**src/hdl/ble_pkg.sv**
```systemverilog
// ----------------------------------------------------------------------------
// Bounded list engine package
// Request codes, status codes, cell commands and controller states shared by
// the controller, the storage cells and the top level.
// ----------------------------------------------------------------------------
package ble_pkg;

  localparam int DATA_W = 32;
  localparam int POS_W  = 7;
  localparam int CNT_W  = 7;
  localparam int REQ_W  = 3;
  localparam int STAT_W = 2;

  typedef enum logic [REQ_W-1:0] {
    REQ_INS_TAIL = 3'd0,
    REQ_DEL_TAIL = 3'd1,
    REQ_INS_HEAD = 3'd2,
    REQ_DEL_HEAD = 3'd3,
    REQ_REVERSE  = 3'd4,
    REQ_INS_POS  = 3'd5,
    REQ_DEL_POS  = 3'd6
  } req_t;

  localparam logic [STAT_W-1:0] ST_OK     = 2'd0;
  localparam logic [STAT_W-1:0] ST_ABSENT = 2'd1;
  localparam logic [STAT_W-1:0] ST_FULL   = 2'd2;

  // What every cell does at the clock edge.
  typedef enum logic [1:0] {
    CELL_HOLD,
    CELL_INS,
    CELL_DEL,
    CELL_ROT
  } cell_op_t;

  typedef struct packed {
    cell_op_t            op;
    logic [DATA_W-1:0]   value;
  } cell_cmd_t;

  typedef enum logic {
    S_IDLE,
    S_ROT
  } ctrl_state_t;

endpackage

```
**src/hdl/ble_cell.sv**
```systemverilog
// ----------------------------------------------------------------------------
// Bounded list engine storage cell
// Holds one list entry and loads from its left or right neighbor, the
// broadcast value or the head entry, depending on the command and on where
// the cell sits relative to the broadcast position.
// ----------------------------------------------------------------------------
module ble_cell
  import ble_pkg::*;
#(
  parameter int IW  = 6,
  parameter int IDX = 0
) (
  input  logic              clk,
  input  cell_cmd_t         cmd,
  input  logic [IW-1:0]     pos,
  input  logic [DATA_W-1:0] left_data,
  input  logic [DATA_W-1:0] right_data,
  input  logic [DATA_W-1:0] head_data,
  output logic [DATA_W-1:0] data,
  output logic [DATA_W-1:0] tap
);

  localparam logic [IW-1:0] ME = IW'(IDX);

  logic above;
  logic here;

  assign above = (ME > pos);
  assign here  = (ME == pos);

  // The entry at the broadcast position, for the removal read-out.
  assign tap = here ? data : '0;

  always_ff @(posedge clk) begin
    case (cmd.op)
      CELL_INS: begin
        if (above) begin
          data <= left_data;
        end else if (here) begin
          data <= cmd.value;
        end
      end
      CELL_DEL: begin
        if (above || here) begin
          data <= right_data;
        end
      end
      CELL_ROT: begin
        if (!above && !here) begin
          data <= right_data;
        end else if (here) begin
          data <= head_data;
        end
      end
      default: begin
      end
    endcase
  end

endmodule

```
**config.mk**
```make
export PLATFORM = sky130hd
export DESIGN_NAME = ble_cell
export DESIGN_NICKNAME = d
export VERILOG_FILES = /design/src/hdl/ble_pkg.sv /design/src/hdl/ble_cell.sv
export SDC_FILE = /design/constraint.sdc
export NUM_CORES = 1
export LEC_CHECK = 0
export ABC_CLOCK_PERIOD_IN_PS = 5750
export BUFFER_PORTS_ARGS = -buffer_cell sky130_fd_sc_hd__buf_2
export CORE_UTILIZATION = 25
export CTS_CLUSTER_DIAMETER = 100
export DETAILED_ROUTE_END_ITERATION = 16
export PLACE_DENSITY_LB_ADDON = 0.15
export SYNTH_ARGS = -nofsm -noshare
export SYNTH_HDL_FRONTEND = slang
export SYNTH_SLANG_ARGS = --single-unit
```
**constraint.sdc**
```tcl
create_clock -name clk -period 5.75 [get_ports clk]
set_clock_uncertainty 0.2 [all_clocks]
set_input_delay 0.575 -clock clk [delete_from_list [all_inputs] [get_ports clk]]
set_output_delay 0.575 -clock clk [all_outputs]
set_load 0.02 [all_outputs]
```
# After elaboration in Yosys (flattened, before gate mapping)
# Cells that the tools add are included.
# op_classes
order_cmp	1
n_eq_ne	6
muxes	7
reduce_logical	7
# op_table
operator	count
$mux 32	6
$pmux 32 s3	1
$gt 1x6->1 const A	1
$logic_not 6->1	1
$ne 3x3->1 const B	2
$eq 2x2->1 const B	2
$reduce_and 4->1	1
$reduce_bool 3->1	1
$eq 2x1->1 const B	1
$logic_not 1->1	2
$ne 2x2->1 const B	1
$logic_and 1x1->1	1
$logic_or 1x1->1	1
# totals
register_bits	32
inputBits	137
wordCells	22

# Longest topological paths before layout
# Gate-level depths: netlist of run 1.
# logic_depth
depth_word	5
ltp_mapped	5

# Worst setup path before layout of run 1
# No wires, ideal clock.
# synth_timing
path_kind	input to register
startpoint	input port pos[0]
endpoint	register data[0] (enable)
arrival_time_ns	2.198
setup_slack_ns	2.960
cell_stages	3
path_buffers	0
path_cell_list	or4_4 nor3_1 maj3_1
# synth_between
elab_chain_len	5
elab_cells_between_ends	10
classes_between	order compare: 1; eq/ne: 3; reduce/logical: 6
# synth_lines
item	line	source
from (decl)	ble_cell.sv:15	input logic [IW-1:0] pos,
$gt 1x6->1 / $logic_not 6->1 (equally long branches)	ble_cell.sv:28, ble_cell.sv:29	
$logic_not 1->1	ble_cell.sv:49	if (!above && !here) begin
$logic_and 1x1->1	ble_cell.sv:49	
$ne 3x3->1 (no source line)	--	
$reduce_and 4->1 (no source line) *	--	
to (signal assigned)	ble_cell.sv:45	data <= right_data;
to (signal assigned)	ble_cell.sv:50	data <= right_data;
to (signal assigned)	ble_cell.sv:52	data <= head_data;
to (decl)	ble_cell.sv:19	output logic [DATA_W-1:0] data,
# Mark *: on every way between the ends. The rest lies on a longest branch, timed or not.
# A chain may end at the register's enable or synchronous reset.

# Worst setup path after layout of run 1
# layout_timing
startpoint	input port pos[0]
endpoint	register data[28] (enable)
# Same word-level chain as after synthesis.

==> flow_summary.ini, run 1 <==
[setup_path]
crit_buf_inv = 1
cp_top_family = simple AND/OR/NAND/NOR gates
required_ns = 5.45
path_cells = buf_2, or4_4, nor3_1, maj3_2
cpMaxStageDelayCell = maj3_2
path_max_fanout = 33
cp-end-kind = register
path_class = in2reg
cp-start-kind = primary input
critical-path-max-stage-delay_ns = 0.76
crit_arrival_ns = 2.45

[sta]
fin_ws_ns = 3.01
tns_ns = 0
worst_pin_slew_ns = 1.11
rsz0062_at_grt = no
fmax_ghz = 0.364
finalSetupViolCount = 0
final.period_utilization = 0.477
period_minus_slack_ns = 2.74
report.final.slew_viol_count = 0
relSlewSlack = 0.257
hold_violations = 0

[clocking]
clkSinkCount = 32
cts_hold_buffers = 0
post-cts-setup-buffers = 0
clk_root_buffer_cell = clkbuf_8
cts_tree = built
ctsHtreeMaxLevel = 2
cts.clk_slew.worst_paths_ns = 0.07
cts_resized = 0
cts_max_path_buffers = 2
numCtsBuffers = 5

[grt]
grt_pass1_wl_mm = 11.5
grt.overflow.total = 0
grt_max_degree = 66
use_met1 = 0.221
antenna_found_initial = 0
gr-usage-met3 = 0.0317
grt_most_used_layer = met2
grt_usage = 0.170
grt_pass1_vias = 2240
grtUsageMet2 = 0.292

[flow_run]
drv_cap = 0

[detailed_routing]
totalWireLength_mm = 7.55
ant_nets = 0
route.detailed.drc = 0
first_pass_iters = 4
drtIter0Drc = 63
wire_per_inst_um = 15.9
routed_via_density = 5.07
vias = 2412

[finish]
nNetsFinal = 513
antenna_cells = 0
largest_register_ff_count = 32
regMostFlops = data
fin_area_um2 = 2970
syn2layout_area_growth_pct = 42.1
reg.largest.list = data x32
final_layout_size_suffix_gt1_frac = 0.481

[hold_path]
hold_path.class = in2reg

[power_and_ir_drop]
power.switching_w = 0.000170
p_int_w = 0.000410
p_leak_nw = 1.42
switching_share = 0.293
clockPowerShare = 0.270
vdd.ir_drop.worst_v = 0.0000639
power.density_nw_per_um2 = 195
power_frac_seq = 0.497
combPwrFrac = 0.232

[status]
status = completed

[synthesis]
synth_fp_nets = 364
ys_seq_area_frac = 0.460
ys_ff_latch = 32
syn_area_per_cell_um2 = 9.21
yosysUniqueCellTypes = 16
ys_top_cells_by_area = edfxtp_1 46%, a31oi_1 9.6%, and3_1 9.6%, nand4_1 9.6%, nor2_1 5.9%
synth_largest_area_cell = edfxtp_1
netlist_area_um2 = 2090
netlist_instances = 227
synth_top_area_share = 0.460
synth_warnings = 0

[placed_design]
postPlaceCellArea_um2 = 2900
globalplace.congestion = 0.707
io_buffers = 168
pre_cts_ws_ns = 2.68

[floorplanning]
die_h_um = 93.5
core-area_um2 = 7890
dieArea_um2 = 8730
die_w_um = 93.5
initial_core_util = 0.265
rows = 32
num_io_pins = 201
-- cells in the final DEF, fill, tap and decap left out, drive strengths merged, types with 5 or more instances in the layout --
cell | netlist | final
clkbuf | 16 | 5
edfxtp | 32 | 32
buf | 13 | 171
o21ai | 32 | 32
nand4 | 32 | 32
and3 | 32 | 32
a31oi | 32 | 32
nor2 | 33 | 33
-- synthesized netlist by cell type (all sizes together) --
| master | instances |
|---|---|
| a31oi | 32 |
| edfxtp | 32 |
| and3 | 32 |
| maj3 | 1 |
| or4 | 1 |
| nor2 | 33 |
| o21ai | 32 |
| or3b | 1 |
| buf | 13 |
| nand4 | 32 |
| clkbuf | 16 |
| nor3 | 1 |
| nor4 | 1 |
-- final timing paths --
kind	start	end	slack [ns]	cells after the start
worst min-delay path	cmd[12]	data[12]	0.44	3
worst max-delay path	pos[0]	data[28]	3.01	4
-- stage by stage --
step / hold slack [ns] / power [W] / cells / utilization
after floorplan: 0.624 / 0.000366 / 227 / -
after global placement: 0.718 / 0.000428 / 471 / 0.368
after detailed placement: 0.725 / 0.000430 / 471 / 0.368
after CTS: 0.437 / 0.000585 / 476 / 0.377
after global routing: 0.438 / 0.000608 / 476 / 0.377
final: 0.439 / 0.000581 / 476 / 0.377
-- logic make-up (layout without fill, tap and decap cells) --
logic type / count (synthesis) / in the layout / synth area share
flops: 32 / 32 / 0.460
simple gates: 101 / 101 / 0.273
compound gates: 64 / 64 / 0.172
fa+ha+maj: 1 / 1 / 0.00479
buf+inv: 29 / 176 / 0.0904
-- power by group through the flow --
stage	logic (W)	registers, W	clock network, W
final	0.000135	0.000289	0.000157
after global routing	0.000148	0.000291	0.000169
after CTS	0.000137	0.000289	0.000160
after detailed placement	0.000136	0.000294	0
after global placement	0.000134	0.000293	0
after floorplan	0.0000505	0.000315	0
-- cell type report --
| cell class | count | area (µm²) |
|---|---|---|
| Fill cell | 839 | 4920 |
| Clock buffer | 5 | 68.8 |
| Multi-Input combinational cell | 166 | 950 |
| Sequential cell | 32 | 961 |
| Timing Repair Buffer | 171 | 863 |
| Tap cell | 102 | 128 |
-- metal layers --
| metal | share of wire | up-vias | wire length [µm] |
|---|---|---|---|
| li1 | - | 1180 | - |
| met2 | 0.49 | 99 | 3660 |
| met3 | 0.063 | 4 | 475 |
| met5 | 0 | - | 0 |
| met4 | 0.0060 | 0 | 45 |
| met1 | 0.45 | 1129 | 3370 |
Note: power is estimated with default switching activity, not from simulation.
==> inputs of run 2 (changes only) <==
--- a/config.mk
+++ b/config.mk
@@ -5,7 +5,8 @@
 export SDC_FILE = /design/constraint.sdc
 export NUM_CORES = 1
 export LEC_CHECK = 0
-export ABC_CLOCK_PERIOD_IN_PS = 5750
+export ABC_AREA = 1
+export ABC_CLOCK_PERIOD_IN_PS = 2500
 export BUFFER_PORTS_ARGS = -buffer_cell sky130_fd_sc_hd__buf_2
 export CORE_UTILIZATION = 25
 export CTS_CLUSTER_DIAMETER = 100
==> constraint.sdc (replaced) <==
create_clock -name clk -period 2.5 [get_ports clk]
set_clock_uncertainty 0.2 [all_clocks]
set_input_delay 0.25 -clock clk [delete_from_list [all_inputs] [get_ports clk]]
set_output_delay 0.25 -clock clk [all_outputs]
set_load 0.02 [all_outputs]
==> run 2 against run 1 <==
Critical path depth grew 2. Highest routed layer unchanged. Sequential share of layout area shrank 6.5 points. Worst setup slack worse by 2.2 ns. Largest cell class is now multi-input gates. Total power grew to 2.5 times the previous value.
==> flow_summary.ini, run 2 <==
[sta]
final.period_utilization = 0.691
worst_pin_slew_ns = 1.09
fmax_ghz = 0.579
finalSetupViolCount = 0
report.final.slew_viol_count = 0
hold_violations = 0
relSlewSlack = 0.271
fin_ws_ns = 0.772
tns_ns = 0
fin_hold_ws_ns = 0.155
period_minus_slack_ns = 1.73
rsz0062_at_grt = no

[clocking]
cts_resized = 0
ctsHtreeMaxLevel = 2
cts_max_path_buffers = 2
numCtsBuffers = 5
clk_root_buffer_cell = clkbuf_8
cts_hold_buffers = 0
clkSinkCount = 32
cts_tree = built
post-cts-setup-buffers = 0
cts.clk_slew.worst_paths_ns = 0.07

[floorplanning]
rows = 37
initial_core_util = 0.258
die_w_um = 105
die_h_um = 105
dieArea_um2 = 11100
core-area_um2 = 10300
num_io_pins = 201

[detailed_routing]
route.detailed.drc = 0
ant_nets = 0
first_pass_iters = 4
drtIter0Drc = 115
vias = 3059
totalWireLength_mm = 8.46
wire_per_inst_um = 11.8
routed_via_density = 4.27

[setup_path]
crit_arrival_ns = 1.28
required_ns = 2.05
cp-end-kind = output pin
path_max_fanout = 42
path_class = in2out
cp-start-kind = primary input

[grt]
grt_pass1_wl_mm = 13.4
grt_pass1_vias = 2832
antenna_found_initial = 0
grt_max_degree = 43
grt.overflow.total = 0
grt_usage = 0.154

[synthesis]
post-synth-top-count-cell = inv_1
synth_top_area_share = 0.361
synth_common_cells = 123 x inv_1, 66 x nand2_1, 33 x nand3_1, 33 x nor2_1
yosysUniqueCellTypes = 15
synth_fp_nets = 557
synth_edf_count = 32
async_reset_ff_frac = 0
ys_ff_latch = 32
ys_seq_area_frac = 0.361
netlist_area_um2 = 2660
synthFlopType = edfxtp_1
synth_warnings = 0
syn_area_per_cell_um2 = 6.33
ys_top_cells_by_area = edfxtp_1 36%, inv_1 17%, nand2_1 9.3%, nand4_1 7.5%, o22ai_1 7.5%
netlist_instances = 420
synth_largest_area_cell = edfxtp_1

[placed_design]
io_buffers = 168
dp_hpwl_mm = 6.06
pre_cts_ws_ns = 0.582
postPlaceCellArea_um2 = 3640
dp_cells = 709
globalplace.congestion = 0.734

[finish]
reg.largest.list = data x32
fin_cells = 717
layout_commonest_cell = buf_2
num-fill-cells = 1135
regMostFlops = data
largest_register_ff_count = 32
layout_common_cells = 168 x buf_2, 123 x inv_1, 66 x nand2_1
antenna_cells = 0
fin_area_um2 = 3720
syn2layout_area_growth_pct = 39.8
final_layout_size_suffix_gt1_frac = 0.344
nNetsFinal = 717

[power_and_ir_drop]
power.density_nw_per_um2 = 395
vdd.ir_drop.worst_v = 0.000188
p_leak_nw = 2.26

[hold_path]
hold_path.class = in2reg
hold_start = right_data[6]
whs_endpoint = data[6]
hold_depth = 5

[flow_run]
drv_cap = 0

[status]
status = completed
run 2: critical path, stage by stage:
cell and delay (ns):
buf_2 0.10, nor2_2 0.14, nand3_2 0.15, buf_4 0.32, nor2_1 0.14, buf_2 0.17
run 2: worst max path at each step:
| stage | start | to | slack, ns | cells past startpoint |
|---|---|---|---|---|
| after detailed placement | cmd[32] | data[10] | 0.58 | 5 |
| after global routing | pos[2] | tap[18] | 0.66 | 6 |
| after global placement | cmd[32] | data[18] | 0.58 | 5 |
| after CTS | pos[5] | tap[18] | 0.76 | 6 |
| final | pos[2] | tap[18] | 0.77 | 6 |
| after floorplan | pos[5] | data[0] | 0.19 | 5 |
run 2: stage by stage:
step / power [W] / util
after detailed placement: 0.00110 / 0.353
after global placement: 0.00110 / 0.353
after floorplan: 0.000926 / -
final: 0.00147 / 0.360
after CTS: 0.00149 / 0.360
after global routing: 0.00156 / 0.360
run 2: logic make-up after synthesis:
logic type / share of synthesized area
AOI/OAI and AO/OA: 0.0771
buffers and inverters: 0.278
DFF: 0.361
and+or+nand+nor: 0.284
run 2: layout make-up:
type,count,area (µm²),area share
Timing Repair Buffer,179,923,0.248
Clock buffer,7,76.3,0.0205
Inverter,162,608,0.163
Clock inverter,1,3.75,0.00101
Sequential cell,32,961,0.258
Tap cell,136,170,0.0457
Multi-Input combinational cell,200,977,0.263
run 2: per-layer routing:
metal / wire length (µm) / GRT usage
met3: 559 / 0.0243
met2: 4120 / 0.276
met1: 3750 / 0.190
met4: 38 / 0.0392
met5: 0 / 0
run 2: power breakdown:
group          leakage [nW]  total, W  switching, W  internal, W
clock network        0.0399  0.000382      0.000188     0.000194
logic                  1.93  0.000418      0.000254     0.000164
registers             0.294  0.000672     0.0000234     0.000648
