`src/hdl/ble_pkg.sv`:
```
// ----------------------------------------------------------------------------
// Bounded list engine package
// Request codes, status codes, cell commands and controller states shared by
// the controller, the storage cells and the top level.
// ----------------------------------------------------------------------------
package ble_pkg;

  localparam int DATA_W = 32;
  localparam int POS_W  = 7;
  localparam int CNT_W  = 7;
  localparam int REQ_W  = 3;
  localparam int STAT_W = 2;

  typedef enum logic [REQ_W-1:0] {
    REQ_INS_TAIL = 3'd0,
    REQ_DEL_TAIL = 3'd1,
    REQ_INS_HEAD = 3'd2,
    REQ_DEL_HEAD = 3'd3,
    REQ_REVERSE  = 3'd4,
    REQ_INS_POS  = 3'd5,
    REQ_DEL_POS  = 3'd6
  } req_t;

  localparam logic [STAT_W-1:0] ST_OK     = 2'd0;
  localparam logic [STAT_W-1:0] ST_ABSENT = 2'd1;
  localparam logic [STAT_W-1:0] ST_FULL   = 2'd2;

  // What every cell does at the clock edge.
  typedef enum logic [1:0] {
    CELL_HOLD,
    CELL_INS,
    CELL_DEL,
    CELL_ROT
  } cell_op_t;

  typedef struct packed {
    cell_op_t            op;
    logic [DATA_W-1:0]   value;
  } cell_cmd_t;

  typedef enum logic {
    S_IDLE,
    S_ROT
  } ctrl_state_t;

endpackage

```
`src/hdl/ble_ctrl.sv`:
```
// ----------------------------------------------------------------------------
// Bounded list engine controller
// Decodes requests, keeps the list length, drives the cell commands, runs the
// reversal sequence and holds the result register.
// ----------------------------------------------------------------------------
module ble_ctrl
  import ble_pkg::*;
#(
  parameter int CAPACITY = 64,
  parameter int IW       = 6,
  parameter int LW       = 7
) (
  input  logic              clk,
  input  logic              rst,
  input  logic              s_tvalid,
  output logic              s_tready,
  input  logic [39:0]       s_tdata,
  input  logic [REQ_W-1:0]  s_tuser,
  output logic              m_tvalid,
  input  logic              m_tready,
  output logic [39:0]       m_tdata,
  output logic [STAT_W-1:0] m_tuser,
  input  logic [DATA_W-1:0] head_data,
  input  logic [DATA_W-1:0] tap_data,
  output cell_cmd_t         cmd,
  output logic [IW-1:0]     pos
);

  localparam int PW = (LW > POS_W) ? LW : POS_W;

  ctrl_state_t       state, state_next;
  logic [LW-1:0]     length, length_next;
  logic [IW-1:0]     rot_pos, rot_pos_next;
  logic              accept;
  logic [STAT_W-1:0] st;
  logic [DATA_W-1:0] got;
  logic [PW-1:0]     len_x;
  logic [PW-1:0]     pos_x;
  logic [PW-1:0]     cnt_x;
  logic              full;
  logic              empty;

  assign s_tready = (state == S_IDLE) && (!m_tvalid || m_tready);
  assign accept   = s_tvalid && s_tready;
  assign len_x    = PW'(length);
  assign pos_x    = PW'(s_tdata[DATA_W +: POS_W]);
  assign full     = (length == LW'(CAPACITY));
  assign empty    = (length == '0);
  assign cnt_x    = PW'(length_next);

  always_comb begin
    state_next   = state;
    length_next  = length;
    rot_pos_next = rot_pos;
    cmd.op       = CELL_HOLD;
    cmd.value    = s_tdata[DATA_W-1:0];
    pos          = '0;
    st           = ST_OK;
    got          = '0;
    case (state)
      S_IDLE: begin
        if (accept) begin
          case (req_t'(s_tuser))
            REQ_INS_TAIL: begin
              if (full) begin
                st = ST_FULL;
              end else begin
                cmd.op      = CELL_INS;
                pos         = IW'(length);
                length_next = length + LW'(1);
              end
            end
            REQ_DEL_TAIL: begin
              if (empty) begin
                st = ST_ABSENT;
              end else begin
                cmd.op      = CELL_DEL;
                pos         = IW'(length - LW'(1));
                got         = tap_data;
                length_next = length - LW'(1);
              end
            end
            REQ_INS_HEAD: begin
              if (full) begin
                st = ST_FULL;
              end else begin
                cmd.op      = CELL_INS;
                length_next = length + LW'(1);
              end
            end
            REQ_DEL_HEAD: begin
              if (empty) begin
                st = ST_ABSENT;
              end else begin
                cmd.op      = CELL_DEL;
                got         = tap_data;
                length_next = length - LW'(1);
              end
            end
            REQ_REVERSE: begin
              if (empty) begin
                st = ST_ABSENT;
              end else if (length != LW'(1)) begin
                // First rotation step runs now; the rest in S_ROT.
                cmd.op = CELL_ROT;
                pos    = IW'(length - LW'(1));
                if (length != LW'(2)) begin
                  rot_pos_next = IW'(length - LW'(2));
                  state_next   = S_ROT;
                end
              end
            end
            REQ_INS_POS: begin
              if (full) begin
                st = ST_FULL;
              end else if (pos_x == '0 || pos_x > len_x + PW'(1)) begin
                st = ST_ABSENT;
              end else begin
                cmd.op      = CELL_INS;
                pos         = IW'(pos_x - PW'(1));
                length_next = length + LW'(1);
              end
            end
            REQ_DEL_POS: begin
              if (pos_x == '0 || pos_x > len_x) begin
                st = ST_ABSENT;
              end else begin
                cmd.op      = CELL_DEL;
                pos         = IW'(pos_x - PW'(1));
                got         = tap_data;
                length_next = length - LW'(1);
              end
            end
            default: begin
              st = ST_OK;
            end
          endcase
        end
      end
      S_ROT: begin
        cmd.op = CELL_ROT;
        pos    = rot_pos;
        if (rot_pos == IW'(1)) begin
          state_next = S_IDLE;
        end else begin
          rot_pos_next = rot_pos - IW'(1);
        end
      end
      default: begin
        state_next = S_IDLE;
      end
    endcase
  end

  always_ff @(posedge clk) begin
    if (rst) begin
      state    <= S_IDLE;
      length   <= '0;
      m_tvalid <= 1'b0;
    end else begin
      state  <= state_next;
      length <= length_next;
      if (accept) begin
        m_tvalid <= 1'b1;
      end else if (m_tready) begin
        m_tvalid <= 1'b0;
      end
    end
  end

  always_ff @(posedge clk) begin
    rot_pos <= rot_pos_next;
    if (accept) begin
      m_tdata <= {1'b0, cnt_x[CNT_W-1:0], got};
      m_tuser <= st;
    end
  end

  // No request is taken while the reversal sequence runs.
  a_no_accept_in_rot: assert property (@(posedge clk) disable iff (rst)
    (state == S_ROT) |-> !s_tready)
    else $error("request accepted during reversal");

  a_length_bound: assert property (@(posedge clk) disable iff (rst)
    length <= LW'(CAPACITY))
    else $error("list length beyond capacity");

  // A full report always comes with a full list count.
  a_full_count: assert property (@(posedge clk) disable iff (rst)
    (m_tvalid && m_tuser == ST_FULL) |->
      (m_tdata[DATA_W +: CNT_W] == CNT_W'(CAPACITY)))
    else $error("full status with wrong count");

endmodule

```
`config.mk`:
```
export PLATFORM = sky130hd
export DESIGN_NAME = ble_ctrl
export DESIGN_NICKNAME = d
export VERILOG_FILES = /design/src/hdl/ble_pkg.sv /design/src/hdl/ble_ctrl.sv
export SDC_FILE = /design/constraint.sdc
export NUM_CORES = 1
export LEC_CHECK = 0
export ABC_AREA = 0
export BUFFER_PORTS_ARGS = -buffer_cell sky130_fd_sc_hd__buf_2
export CORE_MARGIN = 5
export CORE_UTILIZATION = 42
export CTS_CLUSTER_SIZE = 16
export DETAILED_ROUTE_END_ITERATION = 8
export PLACE_DENSITY_LB_ADDON = 0.2
export SETUP_SLACK_MARGIN = 0.3
export SLEW_MARGIN = 20
export SYNTH_ARGS = -nofsm -noshare
export SYNTH_HDL_FRONTEND = slang
export SYNTH_SLANG_ARGS = --single-unit
```
`constraint.sdc`:
```
create_clock -name clk -period 2.6 [get_ports clk]
set_input_delay 0.13 -clock clk [delete_from_list [all_inputs] [get_ports clk]]
set_output_delay 0.13 -clock clk [all_outputs]
set_load 0.1 [all_outputs]
```
---- Yosys cells after proc, flatten, opt, wreduce, memory -nomap -nowiden ----
Cells that the tools add are included.
storage, ports and cells
  ROM bits ................................ 0
  bits in latches ......................... 0
  register bits ........................... 56
  memories ................................ 0
  RAM bits ................................ 0
  logic and storage cells ................. 98
  output and inout bits ................... 84
  input bits .............................. 111
cells by class
  bitwise gates (word level) .............. 1
  add/sub/neg operators ................... 5
  order comparisons ....................... 2
  equality and inequality tests ........... 16
  $mul .................................... 0
  reduce and logical (&&, ||, !) cells .... 14
  shifts and indexed selects .............. 0
  mux-type cells .......................... 53
  div/mod/pow operators ................... 0
operators by type and width
  cell                                                                count
  6-bit two-way mux                                                   14
  32-bit two-way mux                                                  2
  32-bit one-hot mux with 2 select lines                              1
  7-bit two-way mux                                                   7
  6-bit one-hot mux with 5 select lines                               1
  7-bit one-hot mux with 4 select lines                               1
  6-bit one-hot mux with 2 select lines                               2
  7-bit > comparator                                                  2
  7-bit zero test                                                     2
  1-bit two-way mux                                                   14
  2-bit two-way mux                                                   7
  6-bit by 1-bit subtractor with 6-bit output, second input constant  2
  2-bit one-hot mux with 5 select lines                               1
  3-bit == test, second input constant                                3
  2-bit one-hot mux with 4 select lines                               1
  7-bit by 1-bit adder with 7-bit output, second input constant       1
  7-bit == test, second input constant                                1
  7-bit by 1-bit != test with 1-bit output, second input constant     1
  7-bit by 2-bit != test with 1-bit output, second input constant     1
  7-bit by 1-bit subtractor with 7-bit output, second input constant  1
  3-bit by 2-bit == test with 1-bit output, second input constant     2
  6-bit by 1-bit == test with 1-bit output, second input constant     1
  2-bit by 1-bit != test with 1-bit output, second input constant     3
  2-bit != test, second input constant                                3
  13 further kinds                                                    17

---- Logic depth before layout (Yosys ltp) ----
Gate-level depths: netlist of run 1.
  word-level depth ........................ 8
  depth in mapped cells ................... 11

---- Worst setup path after synthesis of run 1 ----
Ideal clock, no wire load.
  path kind ............................... register to output
  start point ............................. register m_tvalid
  end point ............................... output port pos[0]
  arrival time ............................ 5.396 ns
  slack ................................... -2.926 ns
  stages on the path, launching flop included .. 7
  buffers on the path ..................... 0
  path through ............................ dfxtp_1 > nor2b_1 > nor2_1 > nand2_1 > inv_1 > nand2_1 > o221ai_1
on the way
  word-level cells in the longest chain between the ends .. 6
ends and longest elaborated chain
  item                                   line             source
  from (decl)                            ble_ctrl.sv:19   output logic m_tvalid,
  from (signal assigned)                 ble_ctrl.sv:159  m_tvalid <= 1'b0;
  from (signal assigned)                 ble_ctrl.sv:164  m_tvalid <= 1'b1;
  from (signal assigned)                 ble_ctrl.sv:166  m_tvalid <= 1'b0;
  1-bit zero test                        ble_ctrl.sv:43   assign s_tready = (state == S_IDLE) && (!m_tvalid || m_tready);
  1-bit logical OR                       ble_ctrl.sv:43
  1-bit logical AND                      ble_ctrl.sv:43
  net s_tready                           ble_ctrl.sv:16   output logic s_tready,
  1-bit logical AND                      ble_ctrl.sv:44   assign accept = s_tvalid && s_tready;
  net accept                             ble_ctrl.sv:34   logic accept;
  6-bit two-way mux                      ble_ctrl.sv:62   if (accept) begin
  6-bit one-hot mux with 2 select lines  ble_ctrl.sv:60   case (state)
  to (decl)                              ble_ctrl.sv:26   output logic [IW-1:0] pos
The timed path passes the listed nets, and every way through them passes these cells.

---- Worst setup path in the final report of run 1 ----
  start point ............................. register length[1], in the netlist len_x[1]
  end point ............................... output port pos[3]
on the way
  word-level cells in the longest chain between the ends .. 8
  elaborated cells between the ends (all ways) .. 19
  those cells by class .................... add/sub: 2; order compare: 2; eq/ne: 2; mux: 10; reduce/logical: 3
ends and longest elaborated chain
  item                                       line             source
  from (decl)                                ble_ctrl.sv:32   logic [LW-1:0] length, length_next;
  from (signal assigned)                     ble_ctrl.sv:162  length <= length_next;
  7-bit by 1-bit adder with 7-bit output     ble_ctrl.sv:116  end else if (pos_x == '0 || pos_x > len_x + PW'(1)) begin
  7-bit > comparator                         ble_ctrl.sv:116
  1-bit logical OR                           ble_ctrl.sv:116
  6-bit two-way mux                          ble_ctrl.sv:116
  6-bit two-way mux                          ble_ctrl.sv:114  if (full) begin
  6-bit one-hot mux with 5 select lines (*)  ble_ctrl.sv:63   case (req_t'(s_tuser))
  6-bit two-way mux (*)                      ble_ctrl.sv:62
  6-bit one-hot mux with 2 select lines (*)  ble_ctrl.sv:60
Every way passes the cells marked *; elsewhere a longest branch is shown, timed or not.

==> flow_summary.json, run 1 <==
{
  "clockPowerShare_pct": 17.0,
  "min_path_cells": 2,
  "ant_nets": 0,
  "num-fill-cells": 737,
  "hp-class": "input port to flop",
  "ctsHoldBuffers": 0,
  "synth_async_sr_flop_share_pct": 0,
  "busiest_layer": "met2",
  "coreArea_um2": 9240,
  "cp-end-kind": "output pin",
  "final_area_um2": 5810,
  "fin_crit_sh_pct": 124,
  "drtIter0Drc": 363,
  "ctsRootBufferMaster": "clkbuf_8",
  "first_global_vias": 3571,
  "final_util_pct": 62.9,
  "dp_hpwl_um": 8950,
  "reg2reg_from": "len_x[1]$_SDFF_PP0_",
  "p_switching_uw": 1280,
  "n_antenna_cell": 0,
  "fmax_mhz": 309,
  "cts_sinks": 56,
  "ir_drop_mv": 0.305,
  "p_leak_uw": 0.00242,
  "gp_congestion": 0.977,
  "wl_per_cell_um": 18.9,
  "antenna_found_initial": 0,
  "worst_hold_path.endpoint": "m_tdata[10]$_SDFFCE_PP0P_",
  "syn-num-nets": 542,
  "htreeDepth": 2,
  "power.density_nw_per_um2": 519,
  "place_ws_ns": -0.297,
  "pwr-share-seq_pct": 35.7,
  "use_met1_pct": 25.4,
  "grt_max_degree": 43,
  "placed_area_um2": 5010,
  "pin_count": 195,
  "port_buffers": 96,
  "syn_avg_cell_area_um2": 9.81,
  "dieArea_um2": 11500,
  "routed-via-count": 3692,
  "cts_tree": "built",
  "worstMarginPinSlew_ns": 0.539,
  "viasPerCell": 5.44,
  "use_met2_pct": 35.3,
  "gr-usage-met3_pct": 4.21,
  "synth_cell_types": 59,
  "path_clk_slew_ns": 0.12,
  "wl_um": 12800,
  "placedCellCount": 643,
  "swShare_pct": 42.5,
  "reg2reg_slack_ns": -0.54,
  "first_pass_iters": 5,
  "min_from": "tap_data[10]",
  "die_w_um": 107,
  "final_cell_count_no_fill": 679,
  "row_count": 35,
  "arrival_ns": 3.11,
  "r2r_end": "len_x[2]$_SDFF_PP0_",
  "slew_viol_final": 0,
  "fp.dieH_um": 107,
  "violations": "setup timing",
  "syn_inst": 404,
  "grt_usage_pct": 20.6,
  "cap_violations": 0,
  "grt_pass1_wl_um": 18600,
  "synthesis.area_um2": 3970,
  "power_frac_comb_pct": 47.3,
  "clk_path_buf_depth": 2,
  "drc": 0,
  "period_minus_slack_ns": 3.24,
  "fin_ws_ns": -0.636,
  "synth_edf_count": 47,
  "crit_type": "flop to output pin",
  "finalHoldViolations": 0,
  "start_kind": "flop",
  "finalClockSkew_ns": 0.0115,
  "synth_warnings": 0,
  "status": "complete, but fails checks",
  "fin_nets": 687,
  "synth_ff_type": "edfxtp_1",
  "setup_violations": 55,
  "relSlewSlack_pct": 64.1,
  "internal-power_uw": 1730,
  "cts_buffers": 5,
  "start_util_pct": 42.9,
  "r2r_cells": 14,
  "path_max_fanout": 4,
  "syn2layout_area_growth_pct": 46.6,
  "rsz0062_at_grt": "true",
  "ys_ff_latch": 56,
  "yosysSeqAreaShare_pct": 40.1,
  "overflow": 0,
  "crit_required_ns": 2.47,
  "drive_gt1_share_pct": 51.6,
  "insertion_delay_ns": 0.32
}
-- layer usage --
layer,wire (um),part of all wire (%),vias up
met3,1080,8.4,60
li1,-,-,1729
met4,395,3.1,0
met5,0,0,-
met2,6320,49,189
met1,5040,39,1714
-- cell usage after synthesis, types with 3 or more instances --
| library cell | number | area share [%] |
|---|---|---|
| a211oi_1 | 4 | 0.76 |
| a21oi_1 | 26 | 3.3 |
| a221o_1 | 3 | 0.76 |
| a311oi_1 | 3 | 0.66 |
| a31oi_1 | 6 | 0.95 |
| a32oi_1 | 3 | 0.66 |
| and2_1 | 33 | 5.2 |
| buf_2 | 4 | 0.50 |
| buf_4 | 36 | 6.8 |
| clkbuf_1 | 10 | 0.95 |
| dfxtp_1 | 9 | 4.5 |
| edfxtp_1 | 47 | 36 |
| ha_1 | 27 | 8.5 |
| inv_1 | 22 | 2.1 |
| mux2i_1 | 5 | 1.3 |
| nand2_1 | 27 | 2.6 |
| nand2b_1 | 7 | 1.1 |
| nand3_1 | 9 | 1.1 |
| nand3b_1 | 4 | 0.76 |
| nand4_1 | 3 | 0.47 |
| nor2_1 | 12 | 1.1 |
| nor2b_1 | 5 | 0.79 |
| nor3_1 | 13 | 1.6 |
| o21ai_0 | 14 | 1.8 |
| o21bai_1 | 3 | 0.57 |
| o221ai_1 | 4 | 0.88 |
| o22ai_1 | 5 | 0.79 |
| xnor2_1 | 13 | 2.9 |
| xor2_1 | 6 | 1.3 |
-- layout by cell type, fill, tap and decap left out, types with 11 or more instances in the layout --
cell type | netlist | final
buf_2 | 4 | 88
buf_4 | 36 | 73
edfxtp_1 | 47 | 47
nand2_1 | 27 | 25
inv_1 | 22 | 19
a21oi_1 | 26 | 19
ha_1 | 27 | 19
and2_4 | 0 | 17
and2_1 | 33 | 16
buf_6 | 0 | 14
nor3_1 | 13 | 12
nor2_1 | 12 | 11
-- critical path, cell delays in order, from the launching register on --
cell	delay, ns
dfxtp_4	0.41
buf_4	0.12
buf_6	0.11
inv_4	0.05
ha_1	0.28
inv_1	0.08
ha_4	0.27
nand3b_1	0.10
a21oi_2	0.21
o22a_1	0.22
o22ai_2	0.10
and2_4	0.18
buf_4	0.13
a221o_4	0.36
buf_12	0.17
-- registers in the layout (all words and copies together), names as in the netlist --
signal and flops:
len_x 7, m_tdata 39, m_tuser 2, m_tvalid 1, rot_pos 6, state 1
-- layout make-up --
| class | instances | area (um2) | area share [%] |
|---|---|---|---|
| clock buffers | 5 | 68.8 | 1.18 |
| clock inverters | 3 | 27.5 | 0.474 |
| flip-flops and latches | 56 | 1620 | 27.9 |
| well taps | 129 | 161 | 2.78 |
| repair buffers | 188 | 1430 | 24.5 |
| inverters | 22 | 88.8 | 1.53 |
| multi-input cells | 276 | 2420 | 41.6 |
-- worst max-delay path by stage --
stage / depth (start not counted) / to / start / slack, ns
floorplan: 11 / pos[2] / len_x[0]$_SDFF_PP0_ / -1.01
global placement: 12 / pos[4] / len_x[1]$_SDFF_PP0_ / -0.20
detailed placement: 12 / m_tdata[36]$_DFFE_PP_ / len_x[1]$_SDFF_PP0_ / -0.30
CTS: 13 / pos[5] / len_x[1]$_SDFF_PP0_ / -0.45
global route: 13 / pos[3] / len_x[1]$_SDFF_PP0_ / -0.74
finish: 14 / pos[3] / len_x[1]$_SDFF_PP0_ / -0.64
-- through the flow --
stage          total power (uW)  TNS (ns)  hold WS [ns]
6_report                   3010    -19.57        0.0712
5_1_grt                    3130    -24.51        0.0687
4_1_cts                    2960     -7.08        0.0708
3_5_place_dp               2300     -5.74         0.261
3_3_place_gp               2280     -4.66         0.261
2_1_floorplan              2180     -2.49         0.304
-- kinds of logic (layout without fill, tap and decap cells) --
| group | count (synthesis) | count (layout) | synth area share (%) |
|---|---|---|---|
| xor+xnor | 19 | 19 | 4.20 |
| other cells | 1 | 1 | 0.0946 |
| buf+inv | 72 | 218 | 10.4 |
| flops | 56 | 56 | 40.1 |
| compound gates | 101 | 101 | 18.4 |
| mux | 5 | 5 | 1.26 |
| simple gates | 123 | 123 | 17.0 |
| fa+ha+maj | 27 | 27 | 8.52 |
-- repair_timing --
| item | in CTS | in global routing |
|---|---|---|
| hold endpoints to repair | 0 | 0 |
| gates resized for setup | 81 | 21 |
| cloned | 2 | 0 |
| endpoints found under the setup margin | 62 | 62 |
| pin swaps | 32 | 7 |
| buffers inserted | 18 | 8 |
-- power by group through the flow --
| stage | Combinational, uW | Sequential [uW] | Clock, uW |
|---|---|---|---|
| after global routing | 1490 | 1080 | 557 |
| after detailed placement | 1200 | 1100 | 0 |
| final | 1430 | 1080 | 513 |
| after CTS | 1360 | 1080 | 524 |
| after floorplan | 686 | 1500 | 0 |
| after global placement | 1190 | 1100 | 0 |
Note: power is estimated with default switching activity, not from simulation.
==> inputs of run 2 (changes only) <==
- ABC_AREA: 0 -> 1
==> run 2 against run 1 <==
The flow still finishes with violations (setup timing). Synthesized cell count is 18% higher. Wire length is 26% lower. Global-route usage is 3.2 points lower. Sequential cell count stayed put. Sequential share of layout area is 4.6 points higher. Final area is 15% lower. Largest power group unchanged. Core utilization is 6.6 points lower. Hold slack better by 0.043 ns. Final cell count is 0.29% lower. Non-clock buffer count is 57 lower. Register-to-register slack better by 0.48 ns.
==> flow_summary.json, run 2 <==
{
  "synth_most_common_cell": "nand2_1",
  "gp_congestion": 0.880,
  "finalClockSkew_ns": 0.00476,
  "pwr-share-seq_pct": 39.7,
  "syn2layout_area_growth_pct": 29.5,
  "viasPerCell": 4.96,
  "power_frac_comb_pct": 42.9,
  "fmax_mhz": 351,
  "syn_avg_cell_area_um2": 8.03,
  "hold-worst-slack_ns": 0.114,
  "final_util_pct": 56.3,
  "place_ws_ns": -0.118,
  "finalHoldViolations": 0,
  "synth_ff_type": "edfxtp_1",
  "final_cell_count_no_fill": 677,
  "fin_ws_ns": -0.253,
  "power.density_nw_per_um2": 546,
  "ir_drop_mv": 0.248,
  "internal-power_uw": 1550,
  "layout_commonest_cell": "nand2_1",
  "ant_nets": 0,
  "cap_violations": 0,
  "clk_path_buf_depth": 2,
  "cp-end-kind": "output pin",
  "cts_tree": "built",
  "drtIter0Drc": 177,
  "ys_ff_latch": 56,
  "synth_top_cell_by_area": "edfxtp_1",
  "path_max_fanout": 5,
  "syn_inst": 477,
  "wl_um": 9540,
  "synth_top_cell_area_share_pct": 36.9,
  "dp_hpwl_um": 7490,
  "synthesis.area_um2": 3830,
  "synth_warnings": 0,
  "drc": 0,
  "first_pass_iters": 4,
  "routed-via-count": 3361,
  "largest_register_ffs": 39,
  "fin_crit_sh_pct": 110,
  "start_util_pct": 43.5,
  "yosysSeqAreaShare_pct": 41.6,
  "status": "complete, but fails checks",
  "die_w_um": 105,
  "synth_edf_count": 47,
  "r2r_cells": 21,
  "placedCellCount": 664,
  "row_count": 34,
  "fp.dieH_um": 105,
  "synth_async_sr_flop_share_pct": 0,
  "syn-num-nets": 615,
  "ctsHoldBuffers": 0,
  "dieArea_um2": 11100,
  "synth_top_cells_by_count": "nand2_1 (144), nor2_1 (50), edfxtp_1 (47), inv_1 (45), buf_4 (36)",
  "port_buffers": 96,
  "grt_max_degree": 46,
  "setup_violations": 10,
  "insertion_delay_ns": 0.30,
  "cts_sinks": 56,
  "p_switching_uw": 1160,
  "final_cell_mix": "nand2_1 (126), buf_2 (88), nor2_1 (48)",
  "antenna_found_initial": 0,
  "num-fill-cells": 843,
  "rsz0062_at_grt": "true",
  "swShare_pct": 42.8,
  "start_kind": "flop",
  "crit_required_ns": 2.47,
  "coreArea_um2": 8810,
  "drive_gt1_share_pct": 35.9,
  "n_antenna_cell": 0,
  "period_minus_slack_ns": 2.85,
  "regMostFlops": "m_tdata",
  "p_leak_uw": 0.00238,
  "slew_viol_final": 0,
  "grt_usage_pct": 17.4,
  "overflow": 0,
  "arrival_ns": 2.72,
  "violations": "setup timing",
  "hp-class": "input port to flop",
  "path_clk_slew_ns": 0.10,
  "ctsRootBufferMaster": "clkbuf_8",
  "synthTopCellsByArea": "edfxtp_1 (37%), nand2_1 (14%), ha_1 (8.8%)",
  "first_global_vias": 3317,
  "cts_buffers": 5,
  "grt_pass1_wl_um": 16100,
  "pin_count": 195,
  "htreeDepth": 2,
  "clockPowerShare_pct": 17.4,
  "wl_per_cell_um": 14.1,
  "synth_cell_types": 40,
  "min_path_cells": 2,
  "crit_type": "flop to output pin",
  "fin_nets": 706
}
## run 2: cell types whose count changed in the layout (fill, tap and decap cells not counted), sizes merged, moves of 11 or more
cell | previous run | this run
a21oi | 28 | 13
and2 | 33 | 1
nand3 | 9 | 25
xnor2 | 13 | 2
nor2 | 12 | 54
nand2 | 27 | 150
nor3 | 15 | 4
inv | 22 | 47
buf | 187 | 131
## run 2: power groups by stage
| stage | logic (uW) | clock network, uW | registers [uW] |
|---|---|---|---|
| 2_1_floorplan | 672 | 0 | 1500 |
| 5_1_grt | 1240 | 529 | 1080 |
| 4_1_cts | 1140 | 485 | 1080 |
| 3_5_place_dp | 1110 | 0 | 1100 |
| 6_report | 1160 | 471 | 1080 |
| 3_3_place_gp | 1100 | 0 | 1100 |
## run 2: final timing paths
check | start | to | slack (ns)
min | rst | len_x[4]$_SDFF_PP0_ | 0.11
max | len_x[1]$_SDFF_PP0_ | cmd[32] | -0.25
max reg2reg | len_x[1]$_SDFF_PP0_ | len_x[0]$_SDFF_PP0_ | -0.06
min reg2reg | len_x[2]$_SDFF_PP0_ | len_x[2]$_SDFF_PP0_ | 0.55
## run 2: repair_timing
item / CTS / global route
gates resized for setup: 22 / 19
setup endpoints to repair: 50 / 61
pin swaps: 5 / 14
buffers inserted: 4 / 1
## run 2: final cells by class
class	count	area (um2)	share of cell area [%]
Clock inverter	2	16.3	0.328
Sequential cell	56	1610	32.5
Inverter	48	181	3.66
Clock buffer	6	72.6	1.46
Multi-Input combinational cell	326	2040	41.2
Timing Repair Buffer	131	901	18.2
Tap cell	108	135	2.73
## run 2: worst max-delay path: stages, from the launching register on
cell and delay [ns]:
dfxtp_4 0.39, ha_4 0.13, inv_2 0.04, nor3_4 0.17, nand2_2 0.09, xor2_2 0.18, inv_2 0.07, ha_4 0.27
nand2_4 0.05, a21oi_2 0.10, nor2_1 0.06, nand2_1 0.07, nand2_2 0.08, nand3_4 0.09, buf_4 0.15, nand2_4 0.07
o21ai_4 0.17, nand2_4 0.07, buf_12 0.17
## run 2: stage by stage
stage	setup TNS [ns]	power (uW)	cell area, um2
after floorplan	0	2170	4000
after global placement	-0.257	2200	4660
after detailed placement	-0.623	2210	4660
after CTS	-2.08	2700	4870
after global routing	-4.91	2850	4960
final	-1.65	2710	4960
## run 2: cell families after synthesis
group / share of synthesized area [%]
adder cells (fa/ha/maj): 8.82
flip-flops: 41.6
buffers and inverters: 13.0
other: 0.0979
AO/OA/AOI/OAI: 6.63
AND/OR/NAND/NOR: 26.9
XOR/XNOR: 2.97
## run 2: layer usage
layer	vias up	track usage [%]	part of all wire, %
met5	-	0	0
met4	0	6.28	2.5
met3	29	3.06	7.7
met2	137	28.5	46
met1	1508	23.2	44
li1	1687	-	-
==> inputs of run 3 (changes only) <==
- CORE_UTILIZATION: 42 -> 43
- CTS_BUF_LIST: unset -> sky130_fd_sc_hd__clkbuf_8
==> run 3 against run 2 <==
The flow still finishes with violations (setup timing). Clock power up 39%. Highest routed layer unchanged. Hold slack better by 0.0071 ns. Register-to-register slack got worse by 0.13 ns. Clock skew hardly changed. Largest cell class unchanged. Sequential cell count unchanged. Sequential power barely moved. Critical path type unchanged. Final area up 6.7%. Via count grew 4.1%. Critical path depth is the same.
==> flow_summary.json, run 3 (synthesis gave the netlist of run 2 again) <==
{
  "row_count": 34,
  "dp_hpwl_um": 7720,
  "crit_type": "flop to output pin",
  "use_met1_pct": 23.3,
  "finalClockSkew_ns": 0.00483,
  "cts_buffers": 5,
  "crit_required_ns": 2.47,
  "clockPowerShare_pct": 21.9,
  "cp-end-kind": "output pin",
  "cts_sinks": 56,
  "overflow": 0,
  "first_global_vias": 3484,
  "power.density_nw_per_um2": 565,
  "antenna_found_initial": 0,
  "fin_ws_ns": -0.258,
  "drc": 0,
  "insertion_delay_ns": 0.30,
  "pin_count": 195,
  "place_ws_ns": -0.0631,
  "fin_crit_sh_pct": 110,
  "syn2layout_area_growth_pct": 38.1,
  "ctsHoldBuffers": 0,
  "period_minus_slack_ns": 2.86,
  "layout_commonest_cell": "nand2_1",
  "gr-usage-met3_pct": 3.91,
  "hp-class": "input port to flop",
  "start_kind": "flop",
  "fin_nets": 720,
  "die_w_um": 104,
  "grt_usage_pct": 18.5,
  "port_buffers": 96,
  "p_switching_uw": 1200,
  "routed-via-count": 3498,
  "pwr-share-seq_pct": 36.1,
  "status": "complete, but fails checks",
  "start_util_pct": 43.9,
  "busiest_layer": "met2",
  "swShare_pct": 40.0,
  "final_cell_mix": "nand2_1 (113), buf_2 (88), nor2_1 (47), edfxtp_1 (47), inv_1 (42)",
  "largest_register_ffs": 39,
  "n_antenna_cell": 0,
  "path_max_fanout": 5,
  "ctsRootBufferMaster": "clkbuf_8",
  "tns_ns": -3.03,
  "violations": "setup timing",
  "total_power_uw": 2990,
  "htreeDepth": 2,
  "drive_gt1_share_pct": 41.3,
  "cap_violations": 0,
  "arrival_ns": 2.73,
  "coreArea_um2": 8720,
  "final_util_pct": 60.6,
  "ant_nets": 0,
  "placed_area_um2": 4650,
  "regMostFlops": "m_tdata",
  "cts_tree": "built",
  "path_clk_slew_ns": 0.10,
  "rsz0062_at_grt": "true",
  "gp_congestion": 0.919,
  "internal-power_uw": 1790,
  "clk_path_buf_depth": 2,
  "slew_viol_final": 0,
  "wl_per_cell_um": 15.0,
  "grt_pass1_wl_um": 16800,
  "power_frac_comb_pct": 42.0,
  "ir_drop_mv": 0.356,
  "dieArea_um2": 10900,
  "final_area_um2": 5290,
  "drtIter0Drc": 187,
  "use_met2_pct": 31.2,
  "setup_violations": 19,
  "first_pass_iters": 4,
  "wl_um": 10400,
  "fp.dieH_um": 104,
  "finalHoldViolations": 0,
  "fmax_mhz": 350,
  "grt_max_degree": 46,
  "p_leak_uw": 0.00254,
  "viasPerCell": 5.06
}
run 3: per-stage QoR:
step | hold WS, ns | std cells
after detailed placement | 0.261 | 664
after floorplan | 0.341 | 477
after global routing | 0.133 | 691
after global placement | 0.261 | 664
final | 0.121 | 691
after CTS | 0.118 | 686
run 3: timing repair:
action | CTS | global route
pin swaps | 14 | 22
buffers inserted | 12 | 5
endpoints found under the setup margin | 50 | 60
gates resized for setup | 41 | 38
cloned | 2 | 0
run 3: power groups by stage:
stage / clock network [uW] / logic (uW) / registers, uW
2_1_floorplan: 0 / 672 / 1500
3_3_place_gp: 0 / 1100 / 1100
3_5_place_dp: 0 / 1110 / 1100
4_1_cts: 666 / 1200 / 1080
5_1_grt: 698 / 1330 / 1090
6_report: 654 / 1250 / 1080
run 3: worst max-delay path: stages (launching register included):
cell     delay, ns
dfxtp_4       0.39
ha_4          0.14
inv_2         0.04
nor3_4        0.13
nand2_2       0.09
xor2_2        0.16
inv_1         0.09
ha_4          0.28
nand2_4       0.05
nor2_4        0.08
nand4_1       0.11
nand2_2       0.11
nand3_4       0.10
nand2_4       0.12
nand2_2       0.05
nand4_1       0.11
nand2_2       0.11
nand2_8       0.09
buf_12        0.17
run 3: layout make-up:
cell class	count	area, um2
fillers	746	3430
multi-input cells	326	2160
flip-flops and latches	56	1610
repair buffers	145	1070
inverters	48	181
well taps	108	135
clock buffers	5	68.8
clock inverters	3	63.8
run 3: final timing paths:
path	start	slack, ns	end	cells past startpoint
setup reg to reg	len_x[1]$_SDFF_PP0_	-0.19	m_tdata[37]$_DFFE_PP_	22
hold / removal	tap_data[20]	0.12	m_tdata[20]$_SDFFCE_PP0P_	3
setup / recovery	len_x[1]$_SDFF_PP0_	-0.26	pos[0]	18
hold reg to reg	m_tvalid$_SDFFE_PP0P_	0.61	m_tvalid$_SDFFE_PP0P_	4
run 3: layer usage:
layer	share of wire, %	wire, um
met3	7.2	746
met5	0	0
met2	48	4980
met1	42	4420
met4	2.4	250
